## config.mk

```make
export PLATFORM = sky130hd
export DESIGN_NAME = bresenham_line_pixels_core
export DESIGN_NICKNAME = d
export VERILOG_FILES = /design/src/design/blp_pkg.sv /design/src/design/blp_front.sv /design/src/design/blp_queue.sv /design/src/design/blp_back.sv /design/src/design/bresenham_line_pixels_core.sv
export VERILOG_INCLUDE_DIRS = /design/src /design/src/design
export SDC_FILE = /design/constraint.sdc
export NUM_CORES = 1
export LEC_CHECK = 0
export BUFFER_PORTS_ARGS = -buffer_cell sky130_fd_sc_hd__buf_2
export CAP_MARGIN = 10
export CORE_ASPECT_RATIO = 1.75
export CORE_MARGIN = 2
export CORE_UTILIZATION = 54
export CTS_CLUSTER_DIAMETER = 80
export CTS_CLUSTER_SIZE = 20
export DETAILED_ROUTE_END_ITERATION = 6
export PLACE_DENSITY = 0.82
export SLEW_MARGIN = 40
export SYNTH_ARGS = -nofsm -noshare
export SYNTH_HDL_FRONTEND = slang
export SYNTH_HIERARCHICAL = 1
export SYNTH_SLANG_ARGS = --single-unit
```

## constraint.sdc

```tcl
create_clock -name i_clk -period 16.85 [get_ports i_clk]
set_input_delay 1.685 -clock i_clk [delete_from_list [all_inputs] [get_ports i_clk]]
set_output_delay 1.685 -clock i_clk [all_outputs]
set_load 0.02 [all_outputs]
```

## src/design/assert_macros.svh

```systemverilog
// Assertion macros shared by the line rasteriser modules.
`ifndef ASSERT_MACROS_SVH
`define ASSERT_MACROS_SVH

// Property must hold at every rising clock edge outside reset.
`define ASSERT_HOLDS(lbl, clk, rst_n, prop, msg) \
    lbl: assert property (@(posedge clk) disable iff (!rst_n) prop) else $error(msg);

// Condition must never be seen outside reset.
`define ASSERT_NEVER(lbl, clk, rst_n, cond, msg) \
    lbl: assert property (@(posedge clk) disable iff (!rst_n) !(cond)) else $error(msg);

`endif

```

## src/design/blp_pkg.sv

```systemverilog
// Shared types and constants of the Bresenham line rasteriser.
package blp_pkg;

    // Width of a coordinate field on the ports
    localparam int CoordW = 6;
    // Default tile coordinate width
    localparam int CoordBitsDefault = 6;
    // Colour width
    localparam int ColorW = 32;
    // Entries in the queue between front and back
    localparam int QueueDepth = 2;
    localparam int QueueCntW = $clog2(QueueDepth + 1);

    // One line command
    typedef struct packed {
        logic [CoordW-1:0] start_x;
        logic [CoordW-1:0] start_y;
        logic [CoordW-1:0] end_x;
        logic [CoordW-1:0] end_y;
        logic [ColorW-1:0] line_color;
    } t_cmd;

    // One emitted pixel
    typedef struct packed {
        logic [CoordW-1:0] pixel_x;
        logic [CoordW-1:0] pixel_y;
        logic [ColorW-1:0] pixel_color;
        logic              last_pixel;
    } t_pixel;

    // Classified line, ready for the walker
    typedef struct packed {
        logic              steep;
        logic              minor_up;
        logic [CoordW-1:0] m0;
        logic [CoordW-1:0] n0;
        logic [CoordW-1:0] dm;
        logic [CoordW-1:0] dn;
        logic [ColorW-1:0] color;
    } t_desc;

endpackage

```

## src/design/blp_front.sv

```systemverilog
// Front end: classifies a line command into a walk descriptor.
module blp_front #(
    parameter int COORD_BITS = blp_pkg::CoordBitsDefault
) (
    input  logic           i_start,
    input  logic           i_full,
    input  blp_pkg::t_cmd  i_cmd,
    output logic           o_push,
    output blp_pkg::t_desc o_desc
);

    localparam logic [blp_pkg::CoordW-1:0] Mask =
        blp_pkg::CoordW'((1 << COORD_BITS) - 1);

    logic [blp_pkg::CoordW-1:0] ax, ay, bx, by;
    logic [blp_pkg::CoordW-1:0] ext_x, ext_y;
    logic                       steep;
    logic [blp_pkg::CoordW-1:0] pm0, pn0, pm1, pn1;
    logic [blp_pkg::CoordW-1:0] m0, n0, m1, n1;
    logic                       accepted;

    assign accepted = i_start && !i_full;

    // Endpoints within the tile, extents and steepness
    always_comb begin
        ax    = i_cmd.start_x & Mask;
        ay    = i_cmd.start_y & Mask;
        bx    = i_cmd.end_x & Mask;
        by    = i_cmd.end_y & Mask;
        ext_x = (bx > ax) ? bx - ax : ax - bx;
        ext_y = (by > ay) ? by - ay : ay - by;
        steep = ext_x < ext_y;
    end

    // Major/minor selection, then order by major coordinate
    always_comb begin
        pm0 = steep ? ay : ax;
        pn0 = steep ? ax : ay;
        pm1 = steep ? by : bx;
        pn1 = steep ? bx : by;
        if (pm0 > pm1) begin
            m0 = pm1;
            n0 = pn1;
            m1 = pm0;
            n1 = pn0;
        end else begin
            m0 = pm0;
            n0 = pn0;
            m1 = pm1;
            n1 = pn1;
        end
    end

    // Zero-length lines are dropped here
    always_comb begin
        o_push          = accepted && (m0 != m1);
        o_desc.steep    = steep;
        o_desc.minor_up = n1 > n0;
        o_desc.m0       = m0;
        o_desc.n0       = n0;
        o_desc.dm       = m1 - m0;
        o_desc.dn       = (n1 > n0) ? n1 - n0 : n0 - n1;
        o_desc.color    = i_cmd.line_color;
    end

endmodule

```

## src/design/blp_queue.sv

```systemverilog
// Two-entry queue of walk descriptors between front and back.
`include "assert_macros.svh"

module blp_queue (
    input  logic           i_clk,
    input  logic           i_rst_n,
    input  logic           i_push,
    input  blp_pkg::t_desc i_desc,
    input  logic           i_pop,
    output logic           o_full,
    output logic           o_valid,
    output blp_pkg::t_desc o_desc
);

    blp_pkg::t_desc                    r_q [blp_pkg::QueueDepth];
    logic [blp_pkg::QueueCntW-1:0]     r_cnt;
    logic [blp_pkg::QueueCntW-1:0]     n_cnt;
    logic                              wr_slot;

    assign o_full  = r_cnt == blp_pkg::QueueCntW'(blp_pkg::QueueDepth);
    assign o_valid = r_cnt != '0;
    assign o_desc  = r_q[0];

    // Occupancy and write position after a same-cycle pop
    always_comb begin
        wr_slot = r_cnt[0] ^ i_pop;
        n_cnt   = r_cnt + blp_pkg::QueueCntW'(i_push) - blp_pkg::QueueCntW'(i_pop);
    end

    always_ff @(posedge i_clk) begin
        if (!i_rst_n) begin
            r_cnt <= '0;
        end else begin
            r_cnt <= n_cnt;
        end
    end

    // Shift on pop, write behind the last live entry
    always_ff @(posedge i_clk) begin
        if (i_pop) begin
            // a push into a one-entry queue lands straight in the head slot
            r_q[0] <= (i_push && !wr_slot) ? i_desc : r_q[1];
            if (i_push) begin
                r_q[1] <= i_desc;
            end
        end else if (i_push) begin
            r_q[wr_slot] <= i_desc;
        end
    end

    `ASSERT_NEVER(a_push_full, i_clk, i_rst_n, i_push && o_full && !i_pop, "push into full queue")
    `ASSERT_NEVER(a_pop_empty, i_clk, i_rst_n, i_pop && !o_valid, "pop from empty queue")

endmodule

```

## src/design/blp_back.sv

```systemverilog
// Back end: walks one line a pixel per cycle with an error accumulator.
`include "assert_macros.svh"

module blp_back #(
    parameter int COORD_BITS = blp_pkg::CoordBitsDefault
) (
    input  logic            i_clk,
    input  logic            i_rst_n,
    input  logic            i_q_valid,
    input  blp_pkg::t_desc  i_desc,
    output logic            o_pop,
    output logic            o_pixel_valid,
    output blp_pkg::t_pixel o_pixel
);

    localparam int AccW = COORD_BITS + 2;

    typedef enum logic [1:0] {
        S_IDLE = 2'b01,
        S_RUN  = 2'b10
    } t_state;

    t_state                   r_state, n_state;
    logic [COORD_BITS-1:0]    r_m, r_n, r_left, r_dm, r_dn;
    logic signed [AccW-1:0]   r_acc;
    logic                     r_steep, r_up;
    logic [blp_pkg::ColorW-1:0] r_color;
    logic                     r_out_valid;
    blp_pkg::t_pixel          r_out;

    logic                     running, last_step;
    logic signed [AccW-1:0]   acc_sum, half;
    logic                     minor_step;

    // Step control and error term
    always_comb begin
        running    = r_state == S_RUN;
        last_step  = running && (r_left == COORD_BITS'(1));
        o_pop      = i_q_valid && ((r_state == S_IDLE) || last_step);
        acc_sum    = r_acc + AccW'(r_dn);
        half       = AccW'(r_dm >> 1);
        minor_step = acc_sum > half;
        n_state    = r_state;
        case (r_state)
            S_IDLE: begin
                if (o_pop) n_state = S_RUN;
            end
            S_RUN: begin
                if (last_step && !o_pop) n_state = S_IDLE;
            end
            default: n_state = S_IDLE;
        endcase
    end

    always_ff @(posedge i_clk) begin
        if (!i_rst_n) begin
            r_state     <= S_IDLE;
            r_out_valid <= 1'b0;
        end else begin
            r_state     <= n_state;
            r_out_valid <= running;
        end
    end

    // Walk registers: load a new line or advance one pixel
    always_ff @(posedge i_clk) begin
        if (o_pop) begin
            r_m     <= i_desc.m0[COORD_BITS-1:0];
            r_n     <= i_desc.n0[COORD_BITS-1:0];
            r_left  <= i_desc.dm[COORD_BITS-1:0];
            r_dm    <= i_desc.dm[COORD_BITS-1:0];
            r_dn    <= i_desc.dn[COORD_BITS-1:0];
            r_steep <= i_desc.steep;
            r_up    <= i_desc.minor_up;
            r_color <= i_desc.color;
            r_acc   <= '0;
        end else if (running) begin
            r_m    <= r_m + COORD_BITS'(1);
            r_left <= r_left - COORD_BITS'(1);
            if (minor_step) begin
                r_n   <= r_up ? r_n + COORD_BITS'(1) : r_n - COORD_BITS'(1);
                r_acc <= acc_sum - AccW'(r_dm);
            end else begin
                r_acc <= acc_sum;
            end
        end
    end

    // Output register, axes swapped back for steep lines
    always_ff @(posedge i_clk) begin
        if (running) begin
            r_out.pixel_x     <= blp_pkg::CoordW'(r_steep ? r_n : r_m);
            r_out.pixel_y     <= blp_pkg::CoordW'(r_steep ? r_m : r_n);
            r_out.pixel_color <= r_color;
            r_out.last_pixel  <= last_step;
        end
    end

    assign o_pixel_valid = r_out_valid;
    assign o_pixel       = r_out;

    `ASSERT_NEVER(a_run_empty, i_clk, i_rst_n, running && (r_left == '0), "walk with no pixels left")
    `ASSERT_HOLDS(a_out_src, i_clk, i_rst_n, o_pixel_valid |-> $past(running), "pixel without a walk step")

endmodule

```

## src/design/bresenham_line_pixels_core.sv

```systemverilog
// Top level of the Bresenham line rasteriser for one square tile.
//
// Channel   Direction  Handshake                    Payload
// command   in         start && !busy               i_cmd   (blp_pkg::t_cmd)
// pixel     out        o_pixel_valid, one cycle     o_pixel (blp_pkg::t_pixel)
//
// A line of major extent d gives d pixels, one per cycle from the walker.
// A taken command passes through the queue, walk and output registers to the
// ports; lines queued behind it follow with no gap, so the walker is the rate limit.
// Zero-length lines are dropped in the front end and give no pixel.
// busy is high while the two-entry command queue is full.
// Reset is synchronous and active low; pixels are never held off.
module bresenham_line_pixels_core #(
    parameter int COORD_BITS = blp_pkg::CoordBitsDefault
) (
    input  logic            i_clk,
    input  logic            i_rst_n,
    input  logic            start,
    output logic            busy,
    input  blp_pkg::t_cmd   i_cmd,
    output logic            o_pixel_valid,
    output blp_pkg::t_pixel o_pixel
);

    logic           push, pop, full, q_valid;
    blp_pkg::t_desc front_desc, q_desc;

    assign busy = full;

    // Classify incoming items
    blp_front #(
        .COORD_BITS (COORD_BITS)
    ) u_front (
        .i_start (start),
        .i_full  (full),
        .i_cmd   (i_cmd),
        .o_push  (push),
        .o_desc  (front_desc)
    );

    // Decouple front and walker
    blp_queue u_queue (
        .i_clk   (i_clk),
        .i_rst_n (i_rst_n),
        .i_push  (push),
        .i_desc  (front_desc),
        .i_pop   (pop),
        .o_full  (full),
        .o_valid (q_valid),
        .o_desc  (q_desc)
    );

    // Pixel walker
    blp_back #(
        .COORD_BITS (COORD_BITS)
    ) u_back (
        .i_clk         (i_clk),
        .i_rst_n       (i_rst_n),
        .i_q_valid     (q_valid),
        .i_desc        (q_desc),
        .o_pop         (pop),
        .o_pixel_valid (o_pixel_valid),
        .o_pixel       (o_pixel)
    );

endmodule
```

# Yosys cells after proc, flatten, opt, wreduce, memory -nomap -nowiden

Memory sizes are Yosys's and may differ from the RTL's.
Index checks and enable logic that the tools add are counted.

Input port bits: 59
Register bits after elaboration: 122
Memories kept: 1
Bits in read-only memories: 0
Output and inout bits: 47
Bits in writable memories: 116
Word-level logic and storage cells: 98
Latch bits: 0

Memory list:

| memory      | words | width | rd ports | clocked after memory_dff | wr ports | RTL line        | text |
|---|---|---|---|---|---|---|---|
| u_queue.r_q | 2     | 58    | 2        | 0                        | 2        | blp_queue.sv:15 | `blp_pkg::t_desc r_q [blp_pkg::QueueDepth];` |

Equality and inequality tests: 7
Order comparisons: 6
Shift-type cells: 0
Multiplexer cells: 36
Divide/modulo/power cells: 0
Add/subtract/negate cells: 15
Reductions and logical operators: 16
Bitwise gates (word level): 1
$mul: 0

Operators by type and width:

| cell                  | number |
|---|---|
| $mux W6               | 21 |
| $mux W58              | 2 |
| $reduce_or A58 Y1     | 1 |
| $sub A6 B6 Y6         | 7 |
| $gt A6 B6 Y1          | 4 |
| $add A6 B1 Y6 const B | 2 |
| $sub A6 B1 Y6 const B | 2 |
| $mux W1               | 9 |
| $add A8 B6 Y8         | 1 |
| $gt A8 B6 Y1          | 1 |
| $mux W8               | 1 |
| $sub A8 B6 Y8         | 1 |
| $eq A6 B1 Y1 const B  | 1 |
| $logic_and A1 B1 Y1   | 6 |
| $lt A6 B6 Y1          | 1 |
| $ne A6 B6 Y1          | 1 |
| $reduce_bool A2 Y1    | 3 |
| $eq A2 B2 Y1 const B  | 2 |
| $mux W2               | 2 |
| $ne A2 B2 Y1 const B  | 2 |
| $pmux W2 S2           | 1 |
| $reduce_and A2 Y1     | 2 |
| $logic_not A1 Y1      | 3 |
| $add A2 B1 Y2         | 1 |
| 4 further kinds       | 4 |

# Logic depth before layout (Yosys ltp)

Gate-level depths: netlist of run 1.

Depth in word-level cells: 13
Gate-level depth with buffers: 45
Mapped depth without buffers: 41

# Hierarchy

Netlist of run 1, hierarchy kept.

By module, submodules not included:

| module    | area an instance (sq um) | times used | seq. area each (sq um) | cells each |
|---|---|---|---|---|
| blp_back  | 5,152.4                  | 1          | 3,493.4                | 352 |
| blp_queue | 4,443.0                  | 1          | 3,523.4                | 196 |
| blp_front | 2,832.7                  | 1          | 0.0                    | 394 |

# Least setup slack after synthesis of run 1

No wires, ideal clock.

Path type: input port to flip-flop
Start point: input port i_cmd[38] (netlist bit)
End point: memory u_queue/r_q[0][37] (netlist bit), data pin
Buffers on the path: 5
Arrival time: 9.408 ns
Stages on the path: 43
Path slack: 7.182 ns
Required time: 16.590 ns
Library setup time: 0.260 ns
Cell sequence: inv_1 ha_1 inv_1 fa_1 a21o_1 a21o_1 a21o_1 a21oi_1 a31oi_1 a211oi_1 a21oi_1 xor2_1 ha_1 o21ai_0 o21bai_1 a21o_1 buf_6 buf_2 (+7 left out) a21boi_4 buf_4 buf_4 nor2_1 a21oi_1 mux2i_1 ha_1 inv_1 fa_1 a21o_1 a21o_1 a21o_1 a21oi_1 nor2_1 a221o_1 a31oi_1 xnor2_1 mux2_4

RTL lines:

| item        | RTL line                         | text |
|---|---|---|
| from (decl) | bresenham_line_pixels_core.sv:20 | `input blp_pkg::t_cmd i_cmd,` |
| to (decl)   | blp_queue.sv:15                  |  |

==> results of run 1 <==
[final cells by class]
class                           count  area share, %
Antenna cell                        1        0.01870
Clock buffer                       19          2.991
Clock inverter                      1        0.06544
Inverter                           62          1.832
Multi-Input combinational cell    582          35.49
Sequential cell                   238          52.43
Tap cell                          300          2.805
Timing Repair Buffer              113          4.375
[synth_stat cells, types with 3 or more instances]
cell type,number,area [um^2]
a211o_1,3,26.28
a211oi_1,9,67.56
a21o_1,24,180.2
a21oi_1,62,310.3
a31oi_1,6,37.54
and2_1,11,68.82
and4_1,3,26.28
buf_2,7,35.03
buf_4,38,285.3
buf_6,3,33.78
clkbuf_1,8,30.03
dfxtp_1,13,260.3
edfxtp_1,225,6756
fa_1,9,180.2
ha_1,70,875.8
inv_1,61,229.0
mux2_2,53,596.8
mux2_4,20,300.3
mux2i_1,21,210.2
nand2_1,51,191.4
nand2b_1,5,31.28
nand3_1,10,50.05
nand4_1,6,37.54
nor2_1,56,210.2
nor2b_1,12,75.07
nor3_1,5,25.02
o211a_1,3,30.03
o211ai_1,23,172.7
o21ai_0,17,85.08
o21ai_2,3,26.28
o21bai_1,6,45.04
o31a_1,3,26.28
o31ai_1,3,22.52
or3_1,4,25.02
xnor2_1,23,201.4
xor2_1,12,105.1
[registers in the layout, summed over array words and instances (netlist names)]
register and flops:
u_back/o_pixel 45, u_queue/r_cnt 2, u_back/r_state 2, u_back/r_m 6
u_back/r_left 6, u_queue/r_q 116, u_back/r_dn 6, u_back/r_steep 1
u_back/r_acc 8, u_back/o_pixel_valid 1, u_back/r_color 32, u_back/r_n 6
u_back/r_up 1, u_back/r_dm 6
[per-stage QoR]
step           setup WS, ns  std cells  hold slack, ns
2_1_floorplan         7.182        942          0.4003
4_1_cts               6.613       1315          0.4126
3_3_place_gp          6.509       1295          0.4005
3_5_place_dp          6.149       1295          0.4045
5_1_grt               5.804       1316          0.4198
6_report              6.478       1316          0.4169
[worst paths after layout]
check,from,end,slack [ns],cells after the start
setup / recovery,i_cmd[38],u_queue/r_q[0][37],6.48,42
hold / removal,u_back/r_color[1],u_back/o_pixel[2],0.42,0
setup reg to reg,u_back/r_state[0],u_queue/r_q[0][20],12.72,11
hold reg to reg,u_back/r_color[1],u_back/o_pixel[2],0.42,0
[metal layers]
layer	up-vias	track usage, %
met4	0	12.84
met2	186	36.39
met5	-	0
met3	82	1.698
li1	3596	-
met1	3565	21.92
[cell families after synthesis]
kind of cell | synth area share [%]
buffers and inverters | 5.406
XOR/XNOR | 2.597
multiplexers | 9.091
flip-flops | 56.46
AO/OA/AOI/OAI | 11.06
AND/OR/NAND/NOR | 6.806
adder cells (fa/ha/maj) | 8.577
==> metrics.md, run 1 <==
| Metric | Value |
|---|---|
| Run status | complete, no violations |
| CTS buffer count | 15 |
| Critical Path AT | 10.61 ns |
| Synth Instances | 942 |
| Synth Warn # | 6 |
| H-tree levels | 1 |
| Pre-antenna DRT Iters | 6 |
| Reg area | about 0.0070 mm^2 |
| CP Launch Type | input port |
| Post-Synthesis Cell Area | between 0.01 and 0.015 mm^2 |
| Sequential cell area fraction in the yosys report | 56.46% |
| Post-synthesis register bit count | 238 |
| Final routed DRC violation total | 0 |
| Synthesized area per cell | ~13 um^2 |
| CTS resizes | 0 |
| Routed via count | approximately 7400 |
| Slowest stage delay, CP | 0.43 ns |
| Post-cts hold buffer count | 0 |
| Dpl cell area | 0.01297 mm^2 |
| Clock transition at path regs | around 0.08 ns |
| Top Layer Used | met4 |
| Overall routing resource usage | 19.88% |
| Most used cell, CP | a21o_1 |
| DR WL/cell | 18.32 um |
| Antenna violations before repair | 1 |
| Post-synth EDFFs | 225 |
| Final Routed Wirelength | between 20000 and 25000 um |
| Routed wl met2 | approximately 13000 um |
| Metal1 wirelength | 8912 um |
| RSZ-0062 raised after global routing | no |
| Post-synth top flop | edfxtp_1 |
| Root Buffer | clkbuf_16 |
| Layout area overhead | 7.692% |
| Most common cell after layout, fill and taps aside | edfxtp_1 |
| TNS Setup | 0 ns |
| Starting Density | ~55% |
| # rows | 73 |
| Area of the multi-input gates | 0.004750 mm^2 |
| Max-slew headroom | 45.09% |
| Final setup viols | 0 |
| CP Buf/Inv Count | 7 |
| Slew @ Worst Pin | 0.8237 ns |
| Max Buffers Root-to-Sink | 3 |
| Async S/R FF share, synth | 0% |
| First-pass GRT wire length | 38350 um |
| Max Cap Viol | 0 |
| TritonCTS clock tree | built |
| Initial drt markers | 409 |
| Final Skew | 0.01946 ns |
| Buffers on Ports | roughly 110 |
| Final Hold Vio Count | 0 |
| Vias in the first global route | 7578 |
| Top delay family on crit path | compound AO/OA/AOI/OAI gates |
| I/O pin total | 106 |
| Net Count, Synth | 1080 |
| RD Place Congestion | 0.9826 |
| Non-Filler Cell Area, Final | 0.01338 mm^2 |
| Final design utilization | between 50% and 60% |
| Post-route ant nets | 0 |
| Die height | between 200 and 250 um |
| Max-slew violations | 0 |
| Critical path class | in2reg |
| Synth cell types | 80 |
| Grt ovf | 0 |
| CP endpoint kind | register |
| Largest net degree at the start of global routing | 61 |
| Critical path's slowest cell | a41oi_1 |
| Die area | 0.02429 mm^2 |
| Fin crit period | 10.37 ns |
| Clock Sinks | around 240 |
| Fillers | between 1500 and 2000 |
| Die X | between 100 and 150 um |
| Vias/cell | 5.645 |
| Clock Latency Late Sink | ~0.5 ns |
| Fmax | 96.41 MHz |
| Fin nets | 1150 |
| Final period utilization | 61.56% |
| Share of layout cells above drive strength 1 | 22.66% |
| Worst min-delay path category | reg2reg |
| Post-CTS setup buffer count | 0 |
| Core area | 0.02265 mm^2 |
| Crit-path max FO | 60 |
| Worst EP required | between 15 and 20 ns |
| Commonest non-fill, non-tap cells in the layout | edfxtp_1, buf_2, ha_1 |
| Post-DP HPWL | 17730 um |
| WL met3 | 676 um |
Power of run 1 is not shown: default switching activity piles up to over one toggle a cycle in this logic, so the estimate is an artifact.
==> inputs of run 2 (changes only) <==
Settings changed: ABC_AREA from default to 1, PLACE_DENSITY 0.82 to 0.85.
Clock period 16.85 ns to 9 ns, I/O delays scaled along.
==> run 2 against run 1 <==
Net effect: area after synthesis is 0.59% lower; via count is 12% higher; sequential share of layout area hardly changed; cell count is 19% higher; clock skew is 0.0048 ns lower; critical path type unchanged; critical endpoint is now u_queue/r_q[0][34].
==> metrics.md, run 2 <==
| Metric | Value |
|---|---|
| Post-DP HPWL | 18410 um (+3.8%) |
| Slew @ Worst Pin | 0.7682 ns (-0.05543 ns) |
| CTS resizes | 0 (unchanged) |
| Vias/cell | 5.316 (-5.8%) |
| Die area | 0.02415 mm^2 (-0.58%) |
| FF-to-FF setup slack | 5.74 ns (-6.98 ns) |
| Clock transition at path regs | 0.08 ns (about the same) |
| Ranking of synthesized cells by area | edfxtp_1, nand2_1, ha_1 |
| Synth cell count leaders | nand2_1, edfxtp_1, inv_1 |
| Synth Instances | 1185 (+26%) |
| Post-synth top area cell | edfxtp_1 |
| Non-filler cells, final | 1563 (+19%) |
| Async S/R FF share, synth | 0% (unchanged) |
| Most common cell in the netlist | nand2_1 |
| Final Skew | 0.01462 ns (-0.004843 ns) |
| Antenna violations before repair | 0 (-1) |
| Most common cell after layout, fill and taps aside | nand2_1 |
| Top delay family on crit path | compound AO/OA/AOI/OAI gates |
| Critical path's slowest cell | o21ai_0 |
| Max Cap Viol | 0 (unchanged) |
| TNS Setup | 0 ns (unchanged) |
| Core area | 0.02256 mm^2 (-0.40%) |
| Clock Sinks | 238 (unchanged) |
| Vias in the first global route | 8174 (+7.9%) |
| N_diodes | 0 (-1) |
| Post-route ant nets | 0 (unchanged) |
| Final setup viols | 0 (unchanged) |
| Clock Latency Late Sink | 0.48 ns (about the same) |
| Worst min-delay path category | reg2reg |
| Crit-path max FO | 49 (-18%) |
| Final Hold Vio Count | 0 (unchanged) |
| Largest reg by FF count | u_queue/r_q |
| Largest net degree at the start of global routing | 60 (-1.6%) |
| Post-synthesis register bit count | 238 (unchanged) |
| CP endpoint kind | register |
| First-pass GRT wire length | 39190 um (+2.2%) |
| Synthesized area per cell | 10.43 um^2 (-21%) |
| DR WL/cell | 15.74 um (-14%) |
| Post-Place Worst Slack | 0.4189 ns (-5.731 ns) |
| Starting Density | 54.76% (-0.11 points) |
| RD Place Congestion | 0.9145 (-6.9%) |
| Fin crit period | between 8 and 9 ns |
| Placed cell count | 1536 (+19%) |
| Critical Path AT | 8.34 ns (-2.27 ns) |
| Grt ovf | 0 (unchanged) |
| Final Routed Wirelength | 24600 um (+2.0%) |
| Largest register FFs | 116 (unchanged) |
| Max-slew violations | 0 (unchanged) |
| Buffers on Ports | 105 (unchanged) |
| CP Buf/Inv Count | 8 (+1) |
| Die height | 204.1 um (-0.29%) |
| Final routed DRC violation total | 0 (unchanged) |
| Fin nets | 1392 (+21%) |
| Routed via count | 8309 (+12%) |
| Fin worst setup slack | 0.8932 ns (-5.585 ns) |
| RSZ-0062 raised after global routing | no |
| Overall routing resource usage | 20.13% (+0.25 points) |
| Layout area overhead | 8.355% |
| CP Launch Type | input port |
| Worst EP required | 9.23 ns (-7.86 ns) |
| Max-slew headroom | 48.60% (+3.5 points) |
| Synth Warn # | 6 (unchanged) |
| TritonCTS clock tree | built |
| Post-CTS setup buffer count | 0 (unchanged) |
| Run status | complete, no violations |
| Synth cell types | 50 (-38%) |
| Critical path class | in2reg |
| Final period utilization | 90.08% |
| Fmax | 123.4 MHz |
| I/O pin total | 106 (unchanged) |
| Most used cell, CP | nand2_1 |
| Slowest stage delay, CP | 0.58 ns (+0.15 ns) |
| Post-synth top flop | edfxtp_1 |
| Share of layout cells above drive strength 1 | 15.20% (-7.5 points) |
| H-tree levels | 1 (unchanged) |
| Commonest non-fill, non-tap cells in the layout | nand2_1, edfxtp_1, inv_1 |
| Initial drt markers | 464 (+13%) |
| Sequential cell area fraction in the yosys report | 56.80% (+0.34 points) |
| Net Count, Synth | 1323 (+23%) |
| Root Buffer | clkbuf_16 |
| CTS buffer count | 15 (unchanged) |
| Post-Synthesis Cell Area | 0.01235 mm^2 (-0.59%) |
| Share of Yosys cell area claimed by the top area cell type | 54.69% (+0.32 points) |
| Post-cts hold buffer count | 0 (unchanged) |
| Max Buffers Root-to-Sink | 3 (unchanged) |
| # rows | 73 (unchanged) |
| Post-synth EDFFs | 225 (unchanged) |
| Die X | 118.3 um (-0.29%) |
| Pre-antenna DRT Iters | 5 (-1) |
==> run 2: final cells by class <==
class	count	area, um^2
timing repair buffer	118	663.1
sequential	238	7017
clock inverter	1	8.758
multi-input combinational	747	4397
clock buffer	25	422.9
tap	300	375.4
inverter	134	503.0
fill	1818	9174
==> run 2: kinds of logic after synthesis <==
group | Yosys count | synth area share (%)
xor gates and xnor gates | 32 | 2.269
buffers and inverters | 200 | 7.727
muxes | 10 | 0.8204
DFF | 238 | 56.80
adders and majority gates | 79 | 8.548
AOI/OAI and AO/OA | 127 | 6.056
and+or+nand+nor | 499 | 17.78
==> run 2: per-stage QoR <==
step	area [um^2]	utilization, %	hold slack (ns)
2_1_floorplan	12350	-	0.4003
3_3_place_gp	12890	57.15	0.4003
3_5_place_dp	12940	57.36	0.4045
4_1_cts	13370	59.27	0.4165
5_1_grt	13390	59.34	0.4214
6_report	13390	59.34	0.4185
==> run 2: path summary, 6_finish.rpt <==
check	cells after the start	from	end
setup / recovery	38	i_cmd[38]	u_queue/r_q[0][34]
hold / removal	0	u_back/r_color[11]	u_back/o_pixel[12]
setup reg to reg	15	u_back/r_left[1]	u_queue/r_q[0][22]
hold reg to reg	0	u_back/r_color[11]	u_back/o_pixel[12]
==> run 2: per-layer routing <==
metal / vias up / track usage (%) / wire, um
li1: 4109 / - / -
met3: 81 / 2.009 / 947
met2: 243 / 39.00 / 13410
met5: - / 0 / 0
met1: 3876 / 20.89 / 8949
met4: 0 / 11.14 / 1294
Power of run 2 is left out for the same reason.
